`src/madt_pkg.sv`:
```
package madt_pkg;

  localparam int unsigned MAX_CPUS_DEF      = 8;
  localparam int unsigned MAX_OVERRIDES_DEF = 16;

  localparam int unsigned CPU_COUNT_W = 4;
  localparam int unsigned OVR_COUNT_W = 5;

  localparam logic [31:0] HDR_END       = 32'd44;
  localparam logic [31:0] LEN_OFS       = 32'd4;
  localparam logic [31:0] LAPIC_OFS     = 32'd36;
  localparam logic [31:0] LAPIC_DEFAULT = 32'hFEE0_0000;
  localparam logic [32:0] END_GAP       = 33'd2;

  localparam logic [7:0] ENT_LAPIC  = 8'd0;
  localparam logic [7:0] ENT_IOAPIC = 8'd1;
  localparam logic [7:0] ENT_OVR    = 8'd2;

  localparam logic [7:0] LAPIC_MIN_LEN  = 8'd8;
  localparam logic [7:0] IOAPIC_MIN_LEN = 8'd12;
  localparam logic [7:0] OVR_MIN_LEN    = 8'd10;
  localparam logic [7:0] ENTRY_MIN_LEN  = 8'd2;

  localparam logic [7:0] REL_TYPE   = 8'd0;
  localparam logic [7:0] REL_LEN    = 8'd1;
  localparam logic [7:0] REL_ID     = 8'd3;
  localparam logic [7:0] REL_WORD_A = 8'd4;
  localparam logic [7:0] REL_A_LAST = 8'd7;
  localparam logic [7:0] REL_WORD_B = 8'd8;
  localparam logic [7:0] REL_B_LAST = 8'd11;
  localparam logic [7:0] REL_FLAGS_LAST = 8'd9;

  localparam logic [31:0] REDIR_BASE     = 32'h10;
  localparam logic [15:0] REDIR_ACT_LOW  = 16'h2000;
  localparam logic [15:0] REDIR_LEVEL    = 16'h8000;
  localparam logic [3:0]  POL_MASK       = 4'h3;
  localparam logic [3:0]  TRIG_MASK      = 4'hC;

  typedef enum logic [2:0] {
    ST_IDLE,
    ST_HDR,
    ST_ENTRY,
    ST_TAIL,
    ST_SCAN,
    ST_CALC,
    ST_FIN,
    ST_DONE
  } state_e;

  typedef struct packed {
    logic       mode;
    logic [7:0] table_byte;
    logic       start_of_table;
    logic [7:0] irq;
    logic [7:0] vector;
    logic [7:0] dest_id;
  } req_t;

  typedef struct packed {
    logic        route_ok;
    logic [31:0] redirect_index;
    logic [15:0] redirect_low;
    logic [31:0] redirect_high;
    logic [3:0]  cpu_count;
    logic        cpu_added;
    logic [7:0]  cpu_id_added;
    logic [4:0]  override_count;
    logic        ioapic_present;
    logic [31:0] ioapic_base_out;
    logic [31:0] lapic_base_out;
    logic        parse_stopped;
  } rsp_t;

  typedef struct packed {
    logic [7:0]  src;
    logic [31:0] gsi;
    logic [15:0] flags;
  } ovr_entry_t;

endpackage

```
`src/madt_parse_irq_route_unit.sv`:
```
// channel  handshake                   payload
// in       in_valid_i / in_ready_o     in_req_i   (madt_pkg::req_t)
// out      out_valid_o / out_ready_i   out_rsp_o  (madt_pkg::rsp_t)
//
// a table byte passes through accept, header lanes and offset compare,
// entry field update, end-of-table check and result load, in that order
// a route request scans the stored overrides, one stored override
// compared per cycle through the override memory read port
// reset sets the parse state registers only; the override memory is not cleared
// a result waits in the output register; the sequencer stalls only if it is still full
module madt_parse_irq_route_unit #(
  parameter int unsigned MAX_CPUS      = madt_pkg::MAX_CPUS_DEF,
  parameter int unsigned MAX_OVERRIDES = madt_pkg::MAX_OVERRIDES_DEF
) (
  input  logic            clk_i,
  input  logic            rst_ni,
  input  logic            in_valid_i,
  output logic            in_ready_o,
  input  madt_pkg::req_t  in_req_i,
  output logic            out_valid_o,
  input  logic            out_ready_i,
  output madt_pkg::rsp_t  out_rsp_o
);

  localparam int unsigned CpuCw = $clog2(MAX_CPUS + 1);
  localparam int unsigned OvrAw = (MAX_OVERRIDES > 1) ? $clog2(MAX_OVERRIDES) : 1;
  localparam int unsigned OvrCw = $clog2(MAX_OVERRIDES + 1);
  localparam int unsigned OvrNw = OvrAw + 1;

  function automatic logic [31:0] put_lane(logic [31:0] w, logic [1:0] k, logic [7:0] b);
    logic [31:0] r;
    r = w;
    r[k*8 +: 8] = b;
    return r;
  endfunction

  madt_pkg::state_e state_q, state_d;

  logic [31:0] byte_offset_q, byte_offset_d;
  logic [31:0] table_length_q, table_length_d;
  logic [31:0] entry_start_q, entry_start_d;
  logic [7:0]  entry_type_q, entry_type_d;
  logic [7:0]  entry_len_q, entry_len_d;
  logic [7:0]  entry_id_q, entry_id_d;
  logic [31:0] word_a_q, word_a_d;
  logic [31:0] word_b_q, word_b_d;
  logic        stopped_q, stopped_d;
  logic [CpuCw-1:0] cpu_total_q, cpu_total_d;
  logic [31:0] ioapic_base_q, ioapic_base_d;
  logic [31:0] gsi_base_q, gsi_base_d;
  logic [OvrCw-1:0] ovr_total_q, ovr_total_d;
  logic [31:0] lapic_base_q, lapic_base_d;
  logic        walk_q, walk_d;
  logic [OvrAw-1:0] idx_q, idx_d;
  logic        out_valid_q, out_valid_d;

  madt_pkg::req_t req_q, req_d;
  logic [31:0] o_q, o_d;
  logic [7:0]  rel_q, rel_d;
  logic [31:0] gsi_q, gsi_d;
  logic [3:0]  flags_q, flags_d;
  logic [31:0] diff_q, diff_d;
  logic        ge_q, ge_d;
  logic        res_ok_q, res_ok_d;
  logic [31:0] res_idx_q, res_idx_d;
  logic [15:0] res_low_q, res_low_d;
  logic [31:0] res_high_q, res_high_d;
  logic        added_q, added_d;
  logic [7:0]  added_id_q, added_id_d;
  madt_pkg::rsp_t out_q, out_d;

  madt_pkg::ovr_entry_t ovr_mem [MAX_OVERRIDES];
  madt_pkg::ovr_entry_t rd_q;
  madt_pkg::ovr_entry_t ovr_wdata;
  logic             ovr_we;
  logic [OvrAw-1:0] rd_addr;

  logic        start;
  logic [31:0] o_cur;
  logic [31:0] es_eff;
  logic        stop_eff;
  logic [32:0] rel_diff;
  logic [7:0]  len_sel;
  logic [32:0] sum;
  logic [32:0] o_inc;
  logic [32:0] es_plus;
  logic [32:0] gsi_diff;
  logic [OvrNw-1:0] nxt;
  logic [7:0]  b;

  assign in_ready_o  = (state_q == madt_pkg::ST_IDLE);
  assign out_valid_o = out_valid_q;
  assign out_rsp_o   = out_q;

  always_comb begin
    state_d        = state_q;
    byte_offset_d  = byte_offset_q;
    table_length_d = table_length_q;
    entry_start_d  = entry_start_q;
    entry_type_d   = entry_type_q;
    entry_len_d    = entry_len_q;
    entry_id_d     = entry_id_q;
    word_a_d       = word_a_q;
    word_b_d       = word_b_q;
    stopped_d      = stopped_q;
    cpu_total_d    = cpu_total_q;
    ioapic_base_d  = ioapic_base_q;
    gsi_base_d     = gsi_base_q;
    ovr_total_d    = ovr_total_q;
    lapic_base_d   = lapic_base_q;
    walk_d         = walk_q;
    idx_d          = idx_q;
    req_d          = req_q;
    o_d            = o_q;
    rel_d          = rel_q;
    gsi_d          = gsi_q;
    flags_d        = flags_q;
    diff_d         = diff_q;
    ge_d           = ge_q;
    res_ok_d       = res_ok_q;
    res_idx_d      = res_idx_q;
    res_low_d      = res_low_q;
    res_high_d     = res_high_q;
    added_d        = added_q;
    added_id_d     = added_id_q;
    out_d          = out_q;
    out_valid_d    = out_valid_q && !out_ready_i;
    ovr_we         = 1'b0;
    ovr_wdata      = '{src: entry_id_q, gsi: word_a_q, flags: {req_q.table_byte, word_b_q[7:0]}};
    rd_addr        = '0;

    b        = req_q.table_byte;
    start    = req_q.start_of_table;
    o_cur    = start ? '0 : byte_offset_q;
    es_eff   = start ? madt_pkg::HDR_END : entry_start_q;
    stop_eff = start ? 1'b0 : stopped_q;
    rel_diff = {1'b0, o_cur} - {1'b0, es_eff};
    len_sel  = (rel_q == madt_pkg::REL_LEN) ? b : entry_len_q;
    sum      = {1'b0, entry_start_q} + {25'd0, len_sel};
    o_inc    = {1'b0, o_q} + 33'd1;
    es_plus  = {1'b0, entry_start_q} + madt_pkg::END_GAP;
    gsi_diff = {1'b0, gsi_q} - {1'b0, gsi_base_q};
    nxt      = {1'b0, idx_q} + OvrNw'(1);

    unique case (state_q)
      madt_pkg::ST_IDLE: begin
        if (in_valid_i) begin
          req_d      = in_req_i;
          res_ok_d   = 1'b0;
          res_idx_d  = '0;
          res_low_d  = '0;
          res_high_d = '0;
          added_d    = 1'b0;
          added_id_d = '0;
          gsi_d      = {24'd0, in_req_i.irq};
          flags_d    = '0;
          idx_d      = '0;
          if (!in_req_i.mode) begin
            state_d = madt_pkg::ST_HDR;
          end else if (ioapic_base_q != '0 && ovr_total_q != '0) begin
            state_d = madt_pkg::ST_SCAN;
          end else begin
            state_d = madt_pkg::ST_CALC;
          end
        end
      end

      madt_pkg::ST_HDR: begin
        if (start) begin
          table_length_d = '0;
          cpu_total_d    = '0;
          ovr_total_d    = '0;
          ioapic_base_d  = '0;
          gsi_base_d     = '0;
          lapic_base_d   = madt_pkg::LAPIC_DEFAULT;
        end
        entry_start_d = es_eff;
        stopped_d     = stop_eff;
        if (o_cur >= madt_pkg::LEN_OFS && o_cur <= madt_pkg::LEN_OFS + 32'd3) begin
          table_length_d = put_lane(table_length_q, o_cur[1:0], b);
        end
        if (o_cur >= madt_pkg::LAPIC_OFS && o_cur <= madt_pkg::LAPIC_OFS + 32'd3) begin
          lapic_base_d = put_lane(lapic_base_q, o_cur[1:0], b);
        end
        o_d     = o_cur;
        rel_d   = rel_diff[7:0];
        walk_d  = !stop_eff && (o_cur >= madt_pkg::HDR_END) && !rel_diff[32] &&
                  (rel_diff[31:8] == '0);
        state_d = madt_pkg::ST_ENTRY;
      end

      madt_pkg::ST_ENTRY: begin
        if (walk_q) begin
          if (rel_q == madt_pkg::REL_TYPE) begin
            entry_type_d = b;
          end else if (rel_q == madt_pkg::REL_LEN) begin
            if (b < madt_pkg::ENTRY_MIN_LEN || sum > {1'b0, table_length_q}) begin
              stopped_d = 1'b1;
            end else begin
              entry_len_d = b;
            end
          end else begin
            case (entry_type_q)
              madt_pkg::ENT_LAPIC: begin
                if (entry_len_q >= madt_pkg::LAPIC_MIN_LEN) begin
                  if (rel_q == madt_pkg::REL_ID) begin
                    entry_id_d = b;
                  end else if (rel_q >= madt_pkg::REL_WORD_A && rel_q <= madt_pkg::REL_A_LAST) begin
                    word_a_d = put_lane(word_a_q, rel_q[1:0], b);
                  end
                  if (rel_q == madt_pkg::REL_A_LAST && word_a_q[1:0] != 2'b00 &&
                      cpu_total_q < CpuCw'(MAX_CPUS)) begin
                    cpu_total_d = cpu_total_q + CpuCw'(1);
                    added_d     = 1'b1;
                    added_id_d  = entry_id_q;
                  end
                end
              end
              madt_pkg::ENT_IOAPIC: begin
                if (entry_len_q >= madt_pkg::IOAPIC_MIN_LEN) begin
                  if (rel_q >= madt_pkg::REL_WORD_A && rel_q <= madt_pkg::REL_A_LAST) begin
                    word_a_d = put_lane(word_a_q, rel_q[1:0], b);
                  end else if (rel_q >= madt_pkg::REL_WORD_B && rel_q <= madt_pkg::REL_B_LAST) begin
                    word_b_d = put_lane(word_b_q, rel_q[1:0], b);
                  end
                  if (rel_q == madt_pkg::REL_B_LAST && ioapic_base_q == '0) begin
                    ioapic_base_d = word_a_q;
                    gsi_base_d    = {b, word_b_q[23:0]};
                  end
                end
              end
              madt_pkg::ENT_OVR: begin
                if (entry_len_q >= madt_pkg::OVR_MIN_LEN) begin
                  if (rel_q == madt_pkg::REL_ID) begin
                    entry_id_d = b;
                  end else if (rel_q >= madt_pkg::REL_WORD_A && rel_q <= madt_pkg::REL_A_LAST) begin
                    word_a_d = put_lane(word_a_q, rel_q[1:0], b);
                  end else if (rel_q >= madt_pkg::REL_WORD_B &&
                               rel_q <= madt_pkg::REL_FLAGS_LAST) begin
                    word_b_d = put_lane(word_b_q, rel_q[1:0], b);
                  end
                  if (rel_q == madt_pkg::REL_FLAGS_LAST &&
                      ovr_total_q < OvrCw'(MAX_OVERRIDES)) begin
                    ovr_we      = 1'b1;
                    ovr_total_d = ovr_total_q + OvrCw'(1);
                  end
                end
              end
              default: ;
            endcase
          end
          if (!stopped_d && rel_q >= madt_pkg::REL_LEN &&
              ({1'b0, rel_q} + 9'd1) == {1'b0, entry_len_d}) begin
            entry_start_d = sum[31:0];
          end
        end
        state_d = madt_pkg::ST_TAIL;
      end

      madt_pkg::ST_TAIL: begin
        if (o_q != '1) begin
          byte_offset_d = o_inc[31:0];
        end
        if (!stopped_q && o_inc == {1'b0, entry_start_q} &&
            es_plus > {1'b0, table_length_q}) begin
          stopped_d = 1'b1;
        end
        state_d = madt_pkg::ST_DONE;
      end

      madt_pkg::ST_SCAN: begin
        if (nxt < OvrNw'(ovr_total_q)) begin
          rd_addr = nxt[OvrAw-1:0];
        end
        if (rd_q.src == req_q.irq) begin
          gsi_d   = rd_q.gsi;
          flags_d = rd_q.flags[3:0];
          state_d = madt_pkg::ST_CALC;
        end else if (nxt < OvrNw'(ovr_total_q)) begin
          idx_d = nxt[OvrAw-1:0];
        end else begin
          state_d = madt_pkg::ST_CALC;
        end
      end

      madt_pkg::ST_CALC: begin
        diff_d  = gsi_diff[31:0];
        ge_d    = !gsi_diff[32];
        state_d = madt_pkg::ST_FIN;
      end

      madt_pkg::ST_FIN: begin
        if (ioapic_base_q != '0 && ge_q) begin
          res_ok_d   = 1'b1;
          res_idx_d  = madt_pkg::REDIR_BASE + {diff_q[30:0], 1'b0};
          res_low_d  = {8'd0, req_q.vector} |
                       (((flags_q & madt_pkg::POL_MASK) == madt_pkg::POL_MASK) ?
                        madt_pkg::REDIR_ACT_LOW : 16'd0) |
                       (((flags_q & madt_pkg::TRIG_MASK) == madt_pkg::TRIG_MASK) ?
                        madt_pkg::REDIR_LEVEL : 16'd0);
          res_high_d = {req_q.dest_id, 24'd0};
        end
        state_d = madt_pkg::ST_DONE;
      end

      madt_pkg::ST_DONE: begin
        if (!out_valid_q || out_ready_i) begin
          out_d.route_ok        = res_ok_q;
          out_d.redirect_index  = res_idx_q;
          out_d.redirect_low    = res_low_q;
          out_d.redirect_high   = res_high_q;
          out_d.cpu_count       = madt_pkg::CPU_COUNT_W'(cpu_total_q);
          out_d.cpu_added       = added_q;
          out_d.cpu_id_added    = added_id_q;
          out_d.override_count  = madt_pkg::OVR_COUNT_W'(ovr_total_q);
          out_d.ioapic_present  = (ioapic_base_q != '0);
          out_d.ioapic_base_out = ioapic_base_q;
          out_d.lapic_base_out  = lapic_base_q;
          out_d.parse_stopped   = stopped_q;
          out_valid_d           = 1'b1;
          state_d               = madt_pkg::ST_IDLE;
        end
      end

      default: state_d = madt_pkg::ST_IDLE;
    endcase
  end

  always_ff @(posedge clk_i or negedge rst_ni) begin
    if (!rst_ni) begin
      state_q        <= madt_pkg::ST_IDLE;
      byte_offset_q  <= '0;
      table_length_q <= '0;
      entry_start_q  <= madt_pkg::HDR_END;
      entry_type_q   <= '0;
      entry_len_q    <= '0;
      entry_id_q     <= '0;
      word_a_q       <= '0;
      word_b_q       <= '0;
      stopped_q      <= 1'b0;
      cpu_total_q    <= '0;
      ioapic_base_q  <= '0;
      gsi_base_q     <= '0;
      ovr_total_q    <= '0;
      lapic_base_q   <= madt_pkg::LAPIC_DEFAULT;
      walk_q         <= 1'b0;
      idx_q          <= '0;
      out_valid_q    <= 1'b0;
    end else begin
      state_q        <= state_d;
      byte_offset_q  <= byte_offset_d;
      table_length_q <= table_length_d;
      entry_start_q  <= entry_start_d;
      entry_type_q   <= entry_type_d;
      entry_len_q    <= entry_len_d;
      entry_id_q     <= entry_id_d;
      word_a_q       <= word_a_d;
      word_b_q       <= word_b_d;
      stopped_q      <= stopped_d;
      cpu_total_q    <= cpu_total_d;
      ioapic_base_q  <= ioapic_base_d;
      gsi_base_q     <= gsi_base_d;
      ovr_total_q    <= ovr_total_d;
      lapic_base_q   <= lapic_base_d;
      walk_q         <= walk_d;
      idx_q          <= idx_d;
      out_valid_q    <= out_valid_d;
    end
  end

  always_ff @(posedge clk_i) begin
    req_q      <= req_d;
    o_q        <= o_d;
    rel_q      <= rel_d;
    gsi_q      <= gsi_d;
    flags_q    <= flags_d;
    diff_q     <= diff_d;
    ge_q       <= ge_d;
    res_ok_q   <= res_ok_d;
    res_idx_q  <= res_idx_d;
    res_low_q  <= res_low_d;
    res_high_q <= res_high_d;
    added_q    <= added_d;
    added_id_q <= added_id_d;
    out_q      <= out_d;
  end

  // override store
  always_ff @(posedge clk_i) begin
    if (ovr_we) begin
      ovr_mem[ovr_total_q[OvrAw-1:0]] <= ovr_wdata;
    end
    rd_q <= ovr_mem[rd_addr];
  end

endmodule

```
`config.mk`:
```
export PLATFORM = sky130hd
export DESIGN_NAME = madt_parse_irq_route_unit
export DESIGN_NICKNAME = d
export VERILOG_FILES = /design/src/madt_pkg.sv /design/src/madt_parse_irq_route_unit.sv
export SDC_FILE = /design/constraint.sdc
export NUM_CORES = 2
export LEC_CHECK = 0
export BUFFER_PORTS_ARGS = -buffer_cell sky130_fd_sc_hd__buf_2
export CAP_MARGIN = 15
export CORE_MARGIN = 2
export CORE_UTILIZATION = 31
export CTS_CLUSTER_SIZE = 16
export DETAILED_ROUTE_END_ITERATION = 6
export GPL_TIMING_DRIVEN = 0
export PLACE_DENSITY = 0.57
export SLEW_MARGIN = 15
export SYNTH_ARGS = -nofsm -noshare
export SYNTH_HDL_FRONTEND = slang
export SYNTH_SLANG_ARGS = --single-unit
```
`constraint.sdc`:
```
create_clock -name clk_i -period 15.8 [get_ports clk_i]
set_input_delay 1.58 -clock clk_i [delete_from_list [all_inputs] [get_ports clk_i]]
set_output_delay 1.58 -clock clk_i [all_outputs]
set_load 0.03 [all_outputs]
```
== After elaboration in Yosys (flattened, before gate mapping) ==
Memory sizes are Yosys's and may differ from the RTL's. A register that Yosys moved wholly into a read port is not among the register bits.
Index checks and enable logic that the tools add are counted.

* Output and inout bits: 167
* Bits in writable memories: 896
* Register bits after elaboration: 695
* Memories: 1
* Word-level logic and storage cells: 338
* Bits in latches: 0
* Memory bits (read-only): 0
* Bits of input ports: 38

{| class="wikitable"
|+ Memories
! name !! depth !! bits a word !! rd ports !! clocked after memory_dff !! wr ports !! RTL line !! RTL
|-
| ovr_mem || 16 || 56 || 1 || 1 || 1 || madt_parse_irq_route_unit.sv:72 || <nowiki>madt_pkg::ovr_entry_t ovr_mem [MAX_OVERRIDES];</nowiki>
|}

* Reductions and logical operators: 67
* Bitwise operators: 4
* Equality and inequality tests: 50
* Order comparisons: 20
* Mux-type cells: 133
* Multiply operators: 0
* Shift operators: 4
* Div/mod/pow operators: 0
* $add $sub $neg: 12

{| class="wikitable"
|+ Operators with widths
! operator !! number
|-
| 2-to-1 mux 32 bit || 37
|-
| one-hot mux 32 bit (2 select lines) || 7
|-
| bitwise mux 32 bit || 4
|-
| 2-to-1 mux 8 bit || 16
|-
| one-hot mux 32 bit (3 select lines) || 1
|-
| negation 5 -> 34 bit || 2
|-
| variable shift 8 x 34 -> 32 bit (first input constant) || 2
|-
| indexed part select 8 x 34 -> 32 bit || 2
|-
| > comparator 33 x 32 -> 1 bit || 2
|-
| subtractor 32 x 32 -> 33 bit || 2
|-
| >= comparator 32 x 6 -> 1 bit (second input constant) || 2
|-
| 2-to-1 mux 4 bit || 13
|-
| != test 2 bit (second input constant) || 26
|-
| 2-to-1 mux 16 bit || 3
|-
| AND reduction 8 bit || 5
|-
| 2-to-1 mux 5 bit || 7
|-
| adder 32 x 1 -> 33 bit (second input constant) || 1
|-
| adder 32 x 2 -> 33 bit (second input constant) || 1
|-
| adder 32 x 8 -> 33 bit || 1
|-
| == test 33 x 32 -> 1 bit || 1
|-
| adder 5 x 32 -> 32 bit (first input constant) || 1
|-
| >= comparator 32 x 3 -> 1 bit (second input constant) || 1
|-
| >= comparator 8 x 4 -> 1 bit (second input constant) || 4
|-
| less-or-equal comparator 32 x 3 -> 1 bit (second input constant) || 1
|-
| 56 further kinds || 148
|}

== Logic depth before layout (Yosys ltp) ==
* Word-level depth: 16
* Mapped depth: 31
* Gate-level depth less buffers: 28

== Least setup slack after synthesis ==
No wires, ideal clock.

* Path type: input-to-reg
* Start point: input port out_ready_i
* End point: register out_q, in the netlist out_rsp_o[0] (enable)
* Library setup time: 0.630 ns
* Setup slack: 7.780 ns
* Arrival time: 7.390 ns
* Data required time: 15.170 ns
* Stages: 3
* Buffers on the path: 0
* Cells stage by stage: nand2b_1 -> nand2_1 -> nor2_1

* Cells in the longest elaborated chain, start to end: 2

{| class="wikitable"
|+ RTL lines
! item !! RTL line !! RTL
|-
| from (decl) || madt_parse_irq_route_unit.sv:21 || <nowiki>input logic out_ready_i,</nowiki>
|-
| logical OR 1 bit || madt_parse_irq_route_unit.sv:307 || <nowiki>if (!out_valid_q || out_ready_i) begin</nowiki>
|-
| AND reduction 2 bit (no source line) || - ||
|-
| to (signal assigned) || madt_parse_irq_route_unit.sv:385 || <nowiki>out_q <= out_d;</nowiki>
|-
| to (decl) || madt_parse_irq_route_unit.sv:70 || <nowiki>madt_pkg::rsp_t out_q, out_d;</nowiki>
|}

Every way passes these cells.
A chain may end at the register's enable or synchronous reset.

== Final worst setup path ==
* Start point: register rel_q[4]
* End point: register entry_start_q[13]

* Cells in the longest elaborated chain, start to end: 15
* Elaborated cells between the ends (all ways): 27
* Those cells by class: 2 x add/sub; 2 x order compare; 3 x eq/ne; 14 x mux; 6 x reduce/logical

{| class="wikitable"
|+ RTL lines
! item !! RTL line !! RTL
|-
| from (decl) || madt_parse_irq_route_unit.sv:59 || <nowiki>logic [7:0] rel_q, rel_d;</nowiki>
|-
| from (signal assigned) || madt_parse_irq_route_unit.sv:374 || <nowiki>rel_q <= rel_d;</nowiki>
|-
| branches (longest 15 deep; another with adder 32 x 8 -> 33 bit) || - ||
|-
| to (signal assigned) || madt_parse_irq_route_unit.sv:334 || <nowiki>entry_start_q <= madt_pkg::HDR_END;</nowiki>
|-
| to (signal assigned) || madt_parse_irq_route_unit.sv:353 || <nowiki>entry_start_q <= entry_start_d;</nowiki>
|-
| to (decl) || madt_parse_irq_route_unit.sv:41 || <nowiki>logic [31:0] entry_start_q, entry_start_d;</nowiki>
|}

Parallel ways; which one is timed is not known. The select of a mux whose other input is x is not followed.

==> results by stage <==
Synthesis:
- The number of distinct standard cells referenced by the synthesized netlist is between 80 and 90.
- Summing the sequential cell areas from Yosys gives between 60% and 70% of the chip area.
- The total of flip-flops plus latches after synthesis is roughly 1400.
- The largest area contributor in the synthesized netlist is sky130_fd_sc_hd__edfxtp_1.
- The average cell area after synthesis is 12.67 sq um.
- The share of Yosys cell area claimed by the top area cell type is 52.21%.
- The number of synthesized flops with an enable pin is 1038.
- For this run, the leading register cell type out of synthesis is sky130_fd_sc_hd__edfxtp_1.
- The yosys synthesis warning count is 0.
- The post-synthesis instance area is 59700 sq um.
- The gate count after technology mapping is around 4700.
- The post-synthesis async set-or-reset flop share is 21.19%.
- In the post-synthesis netlist, the biggest area contributors are sky130_fd_sc_hd__edfxtp_1 (52%), sky130_fd_sc_hd__dfrtp_1 (12%), sky130_fd_sc_hd__nand2_1 (4.2%).

Global route:
- The pin count of the biggest net entering global routing is 101.
- The global routing's busiest layer is met2.
- The global-route track usage on met1 is 24.55%.
- The remaining global-route overflow is 0.
- Global routing used 29.44% of the available met2 tracks.
- The via count of the first global-routing pass is a little under 40000.
- The number of antenna violations at the first check in global routing is 14.
- The met3 demand-to-capacity share in global routing is 3.012%.
- The overall routing resource usage is 18.24%.
- The first global-routing pass estimated between 200000 and 300000 microns of wire.

Finish:
- For this run, the post-layout net count is ~5300.
- The fraction of the core area covered by cells at the end of the flow is between 30% and 40%.
- In the layout the commonest cells are sky130_fd_sc_hd__edfxtp_1 (1038), sky130_fd_sc_hd__nand2_1 (672), sky130_fd_sc_hd__o21ai_0 (353).
- The post-route netlist has 12.38% of its cells at a drive strength greater than 1.
- The most frequent standard cell in the layout excluding fill and tap cells is sky130_fd_sc_hd__edfxtp_1.
- The area growth from synthesis to layout is 17.28%.

Route:
- The routed layout has 40500 vias.
- For this run, the detailed router's first-pass iteration total came to 5.
- After the first detailed-routing iteration, the DRC count stood at between 4000 and 5000.
- The final routed wirelength across all metal layers is 183400 microns.
- The wire length per cell after detailed routing is around 24 microns.
- After detailed routing, the number of remaining DRC violations is 0.
- In this run the remaining antenna-violating nets after routing total 0.
- After detailed routing, the number of vias per cell comes to between 5 and 6.

Setup path:
- The worst flop-to-flop path startpoint is rel_q[4].
- Of all nets on the critical path, the largest fanout is 10.
- The largest single stage delay on the critical path is 0.79 ns.
- STA classifies the critical path startpoint as a flop.
- The type of element capturing the critical path is a flop.
- By startpoint and endpoint, the worst setup path is classified as flop to flop.
- The data required time at the worst endpoint is roughly 16 ns.
- Setup slack on the worst reg-to-reg path comes out at 6.41 ns.
- The worst register-to-register path has a depth of 31.
- The first element of the critical path is rel_q[4].
- The critical path ends at entry_start_q[13].
- In this run the critical register-to-register path is captured at entry_start_q[13].
- The slowest cell on the critical path is sky130_fd_sc_hd__nor4b_1.
- The critical path data arrival time is roughly 10 ns.

STA:
- At the pin with the least slew margin, the transition time is 1.254 ns.
- The final clock skew is 0.03279 ns.
- Setup repair after global routing left no endpoint under its margin.
- The aggregate negative setup slack is 0 ns.
- The time the worst path needs with I/O delays and setup is 9.389 ns.
- The worst pin sits at a relative slew slack of 16.37%.
- The final-report max-slew violation count is 0.
- Setup violations remaining at the end of the flow were counted as 0.
- The final-report hold violation count came to 0.
- The fmax is 106.5 MHz.
- The final clock period utilization by the worst path is 59.43%.

Clocking:
- The clock-pin slew of the registers on the worst-case setup and hold paths is 0.06 ns.
- The post-cts sizing count is 0.
- The clock network latency to the later pin of the worst-skew pair is 0.79 ns.
- The cts-stage hold buffer count is 0.
- The CTS tree is done.
- The buffer cell driving the clock tree root is sky130_fd_sc_hd__clkbuf_16.
- Post-CTS timing repair inserted 0 buffers for setup.
- The number of sinks handled by clock tree synthesis is about 1400.
- In this run, CTS created clock tree buffers numbering 148.
- The deepest clock path buffer count is 3.
- The H-tree depth is 4.

Min path:
- The worst min-delay path category is flop to flop.
- The worst hold path begins at res_ok_q.

Floorplan:
- For this design the top-level I/O count stands at 205.
- The die is between 400 and 500 microns wide.
- The height of the chip is 442.8 microns.
- The initialized floorplan defines 161 standard-cell rows.
- The starting density of the core is 31.10%.
- The floorplan step defined a die boundary enclosing 196100 sq um.
- The area of the core is 192000 sq um.

Placement:
- The number of buffer cells added on primary ports is 173.
- The final estimated routing congestion in global placement is 0.9045.
- The HPWL after detailed placement is about 130000 microns.

Power:
- Summed over all cells, the static leakage comes to between 0.02 and 0.025 uW.
- The total power is 9612 uW.
- Power spread over the standard cell area amounts to 137.3 nW/um^2.
- The peak ir drop on the vdd network is 0.1132 mV.

Run status:
- The run finished with clean final reports.

Run:
- The reported max-cap violation count is 0.
worst min-delay path by stage:
stage / to / slack [ns] / cells after the start
after global placement: out_rsp_o[116] / 0.40 / 0
after floorplan: out_rsp_o[108] / 0.40 / 0
after global routing: out_rsp_o[116] / 0.42 / 0
after detailed placement: out_rsp_o[112] / 0.40 / 0
after CTS: out_rsp_o[164] / 0.41 / 0
final: out_rsp_o[164] / 0.42 / 0
cell type report:
| cell class | instances | area, sq um |
|---|---|---|
| antenna | 6 | 15.01 |
| buffer | 292 | 1246 |
| clock buffer | 195 | 4148 |
| clock inverter | 79 | 764.5 |
| fill | 18430 | 122000 |
| inverter | 155 | 581.8 |
| multi-input combinational | 2923 | 18810 |
| sequential | 1373 | 39350 |
| tap | 2526 | 3161 |
| timing repair buffer | 234 | 1937 |
through the flow:
step | instance area, sq um | setup WS (ns) | hold slack (ns) | cells
2_1_floorplan | 59810 | 7.780 | 0.4003 | 4743
3_3_place_gp | 63840 | 2.872 | 0.4008 | 7442
3_5_place_dp | 65080 | 6.332 | 0.4045 | 7502
4_1_cts | 69990 | 6.281 | 0.4143 | 7776
5_1_grt | 70000 | 6.010 | 0.4182 | 7778
6_report | 70020 | 6.411 | 0.4157 | 7783
Yosys cell counts, types with 67 or more instances:
master and n:
sky130_fd_sc_hd__a211oi_1 100, sky130_fd_sc_hd__a21oi_1 110, sky130_fd_sc_hd__a31oi_1 111, sky130_fd_sc_hd__and2_1 106, sky130_fd_sc_hd__and3_1 96, sky130_fd_sc_hd__clkbuf_1 237, sky130_fd_sc_hd__dfrtp_1 278, sky130_fd_sc_hd__edfxtp_1 1038
sky130_fd_sc_hd__ha_1 161, sky130_fd_sc_hd__inv_1 151, sky130_fd_sc_hd__nand2_1 672, sky130_fd_sc_hd__nand3_1 106, sky130_fd_sc_hd__nor2_1 156, sky130_fd_sc_hd__o21ai_0 355, sky130_fd_sc_hd__o221ai_1 92, sky130_fd_sc_hd__o22ai_1 90
sky130_fd_sc_hd__xnor2_1 129, sky130_fd_sc_hd__xor2_1 67
metal layers:
layer  wire, microns  vias up  share of wire, %
li1                -    18320                 -
met1           78240    20390                43
met2           86230     1470                47
met3           11460      317               6.2
met4            7516        0               4.1
met5               0        -                 0
report_power, final:
part | internal (uW) | total (uW) | switching, uW
clock | 2040 | 3500 | 1470
sequential | 4200 | 4370 | 165
combinational | 516 | 1740 | 1230
state kept, by name (all words and copies together), names as in the netlist, 10 cells and up:
name,cells
byte_offset_q,32
diff_q,31
entry_start_q,32
gsi_base_q,32
gsi_q,32
ioapic_base_q,32
lapic_base_q,32
o_q,32
out_rsp_o,134
ovr_mem,704
rd_q,44
req_q,24
res_idx_q,31
res_low_q,10
table_length_q,32
word_a_q,32
word_b_q,24
worst max-delay path, delay by kind of cell (launching register included):
family          cells  cell delay [ns]
mux                 3             1.01
compound gates      6             1.06
xor+xnor            2             0.45
flops               1             0.51
simple gates       13             4.40
buf+inv             4             0.94
fa+ha+maj           3             0.90
cell families (layout without fill, tap and decap cells):
group,count (synthesis),count (layout),synth area share (%)
AO/OA/AOI/OAI,1034,1034,10.98
XOR/XNOR,196,196,2.875
adder cells (fa/ha/maj),164,164,3.475
buffers and inverters,447,955,3.060
flip-flops,1373,1373,65.91
multiplexers,93,93,2.574
other,1,37,0.006281
AND/OR/NAND/NOR,1405,1405,11.12
Power figures use the tool's default switching activity.
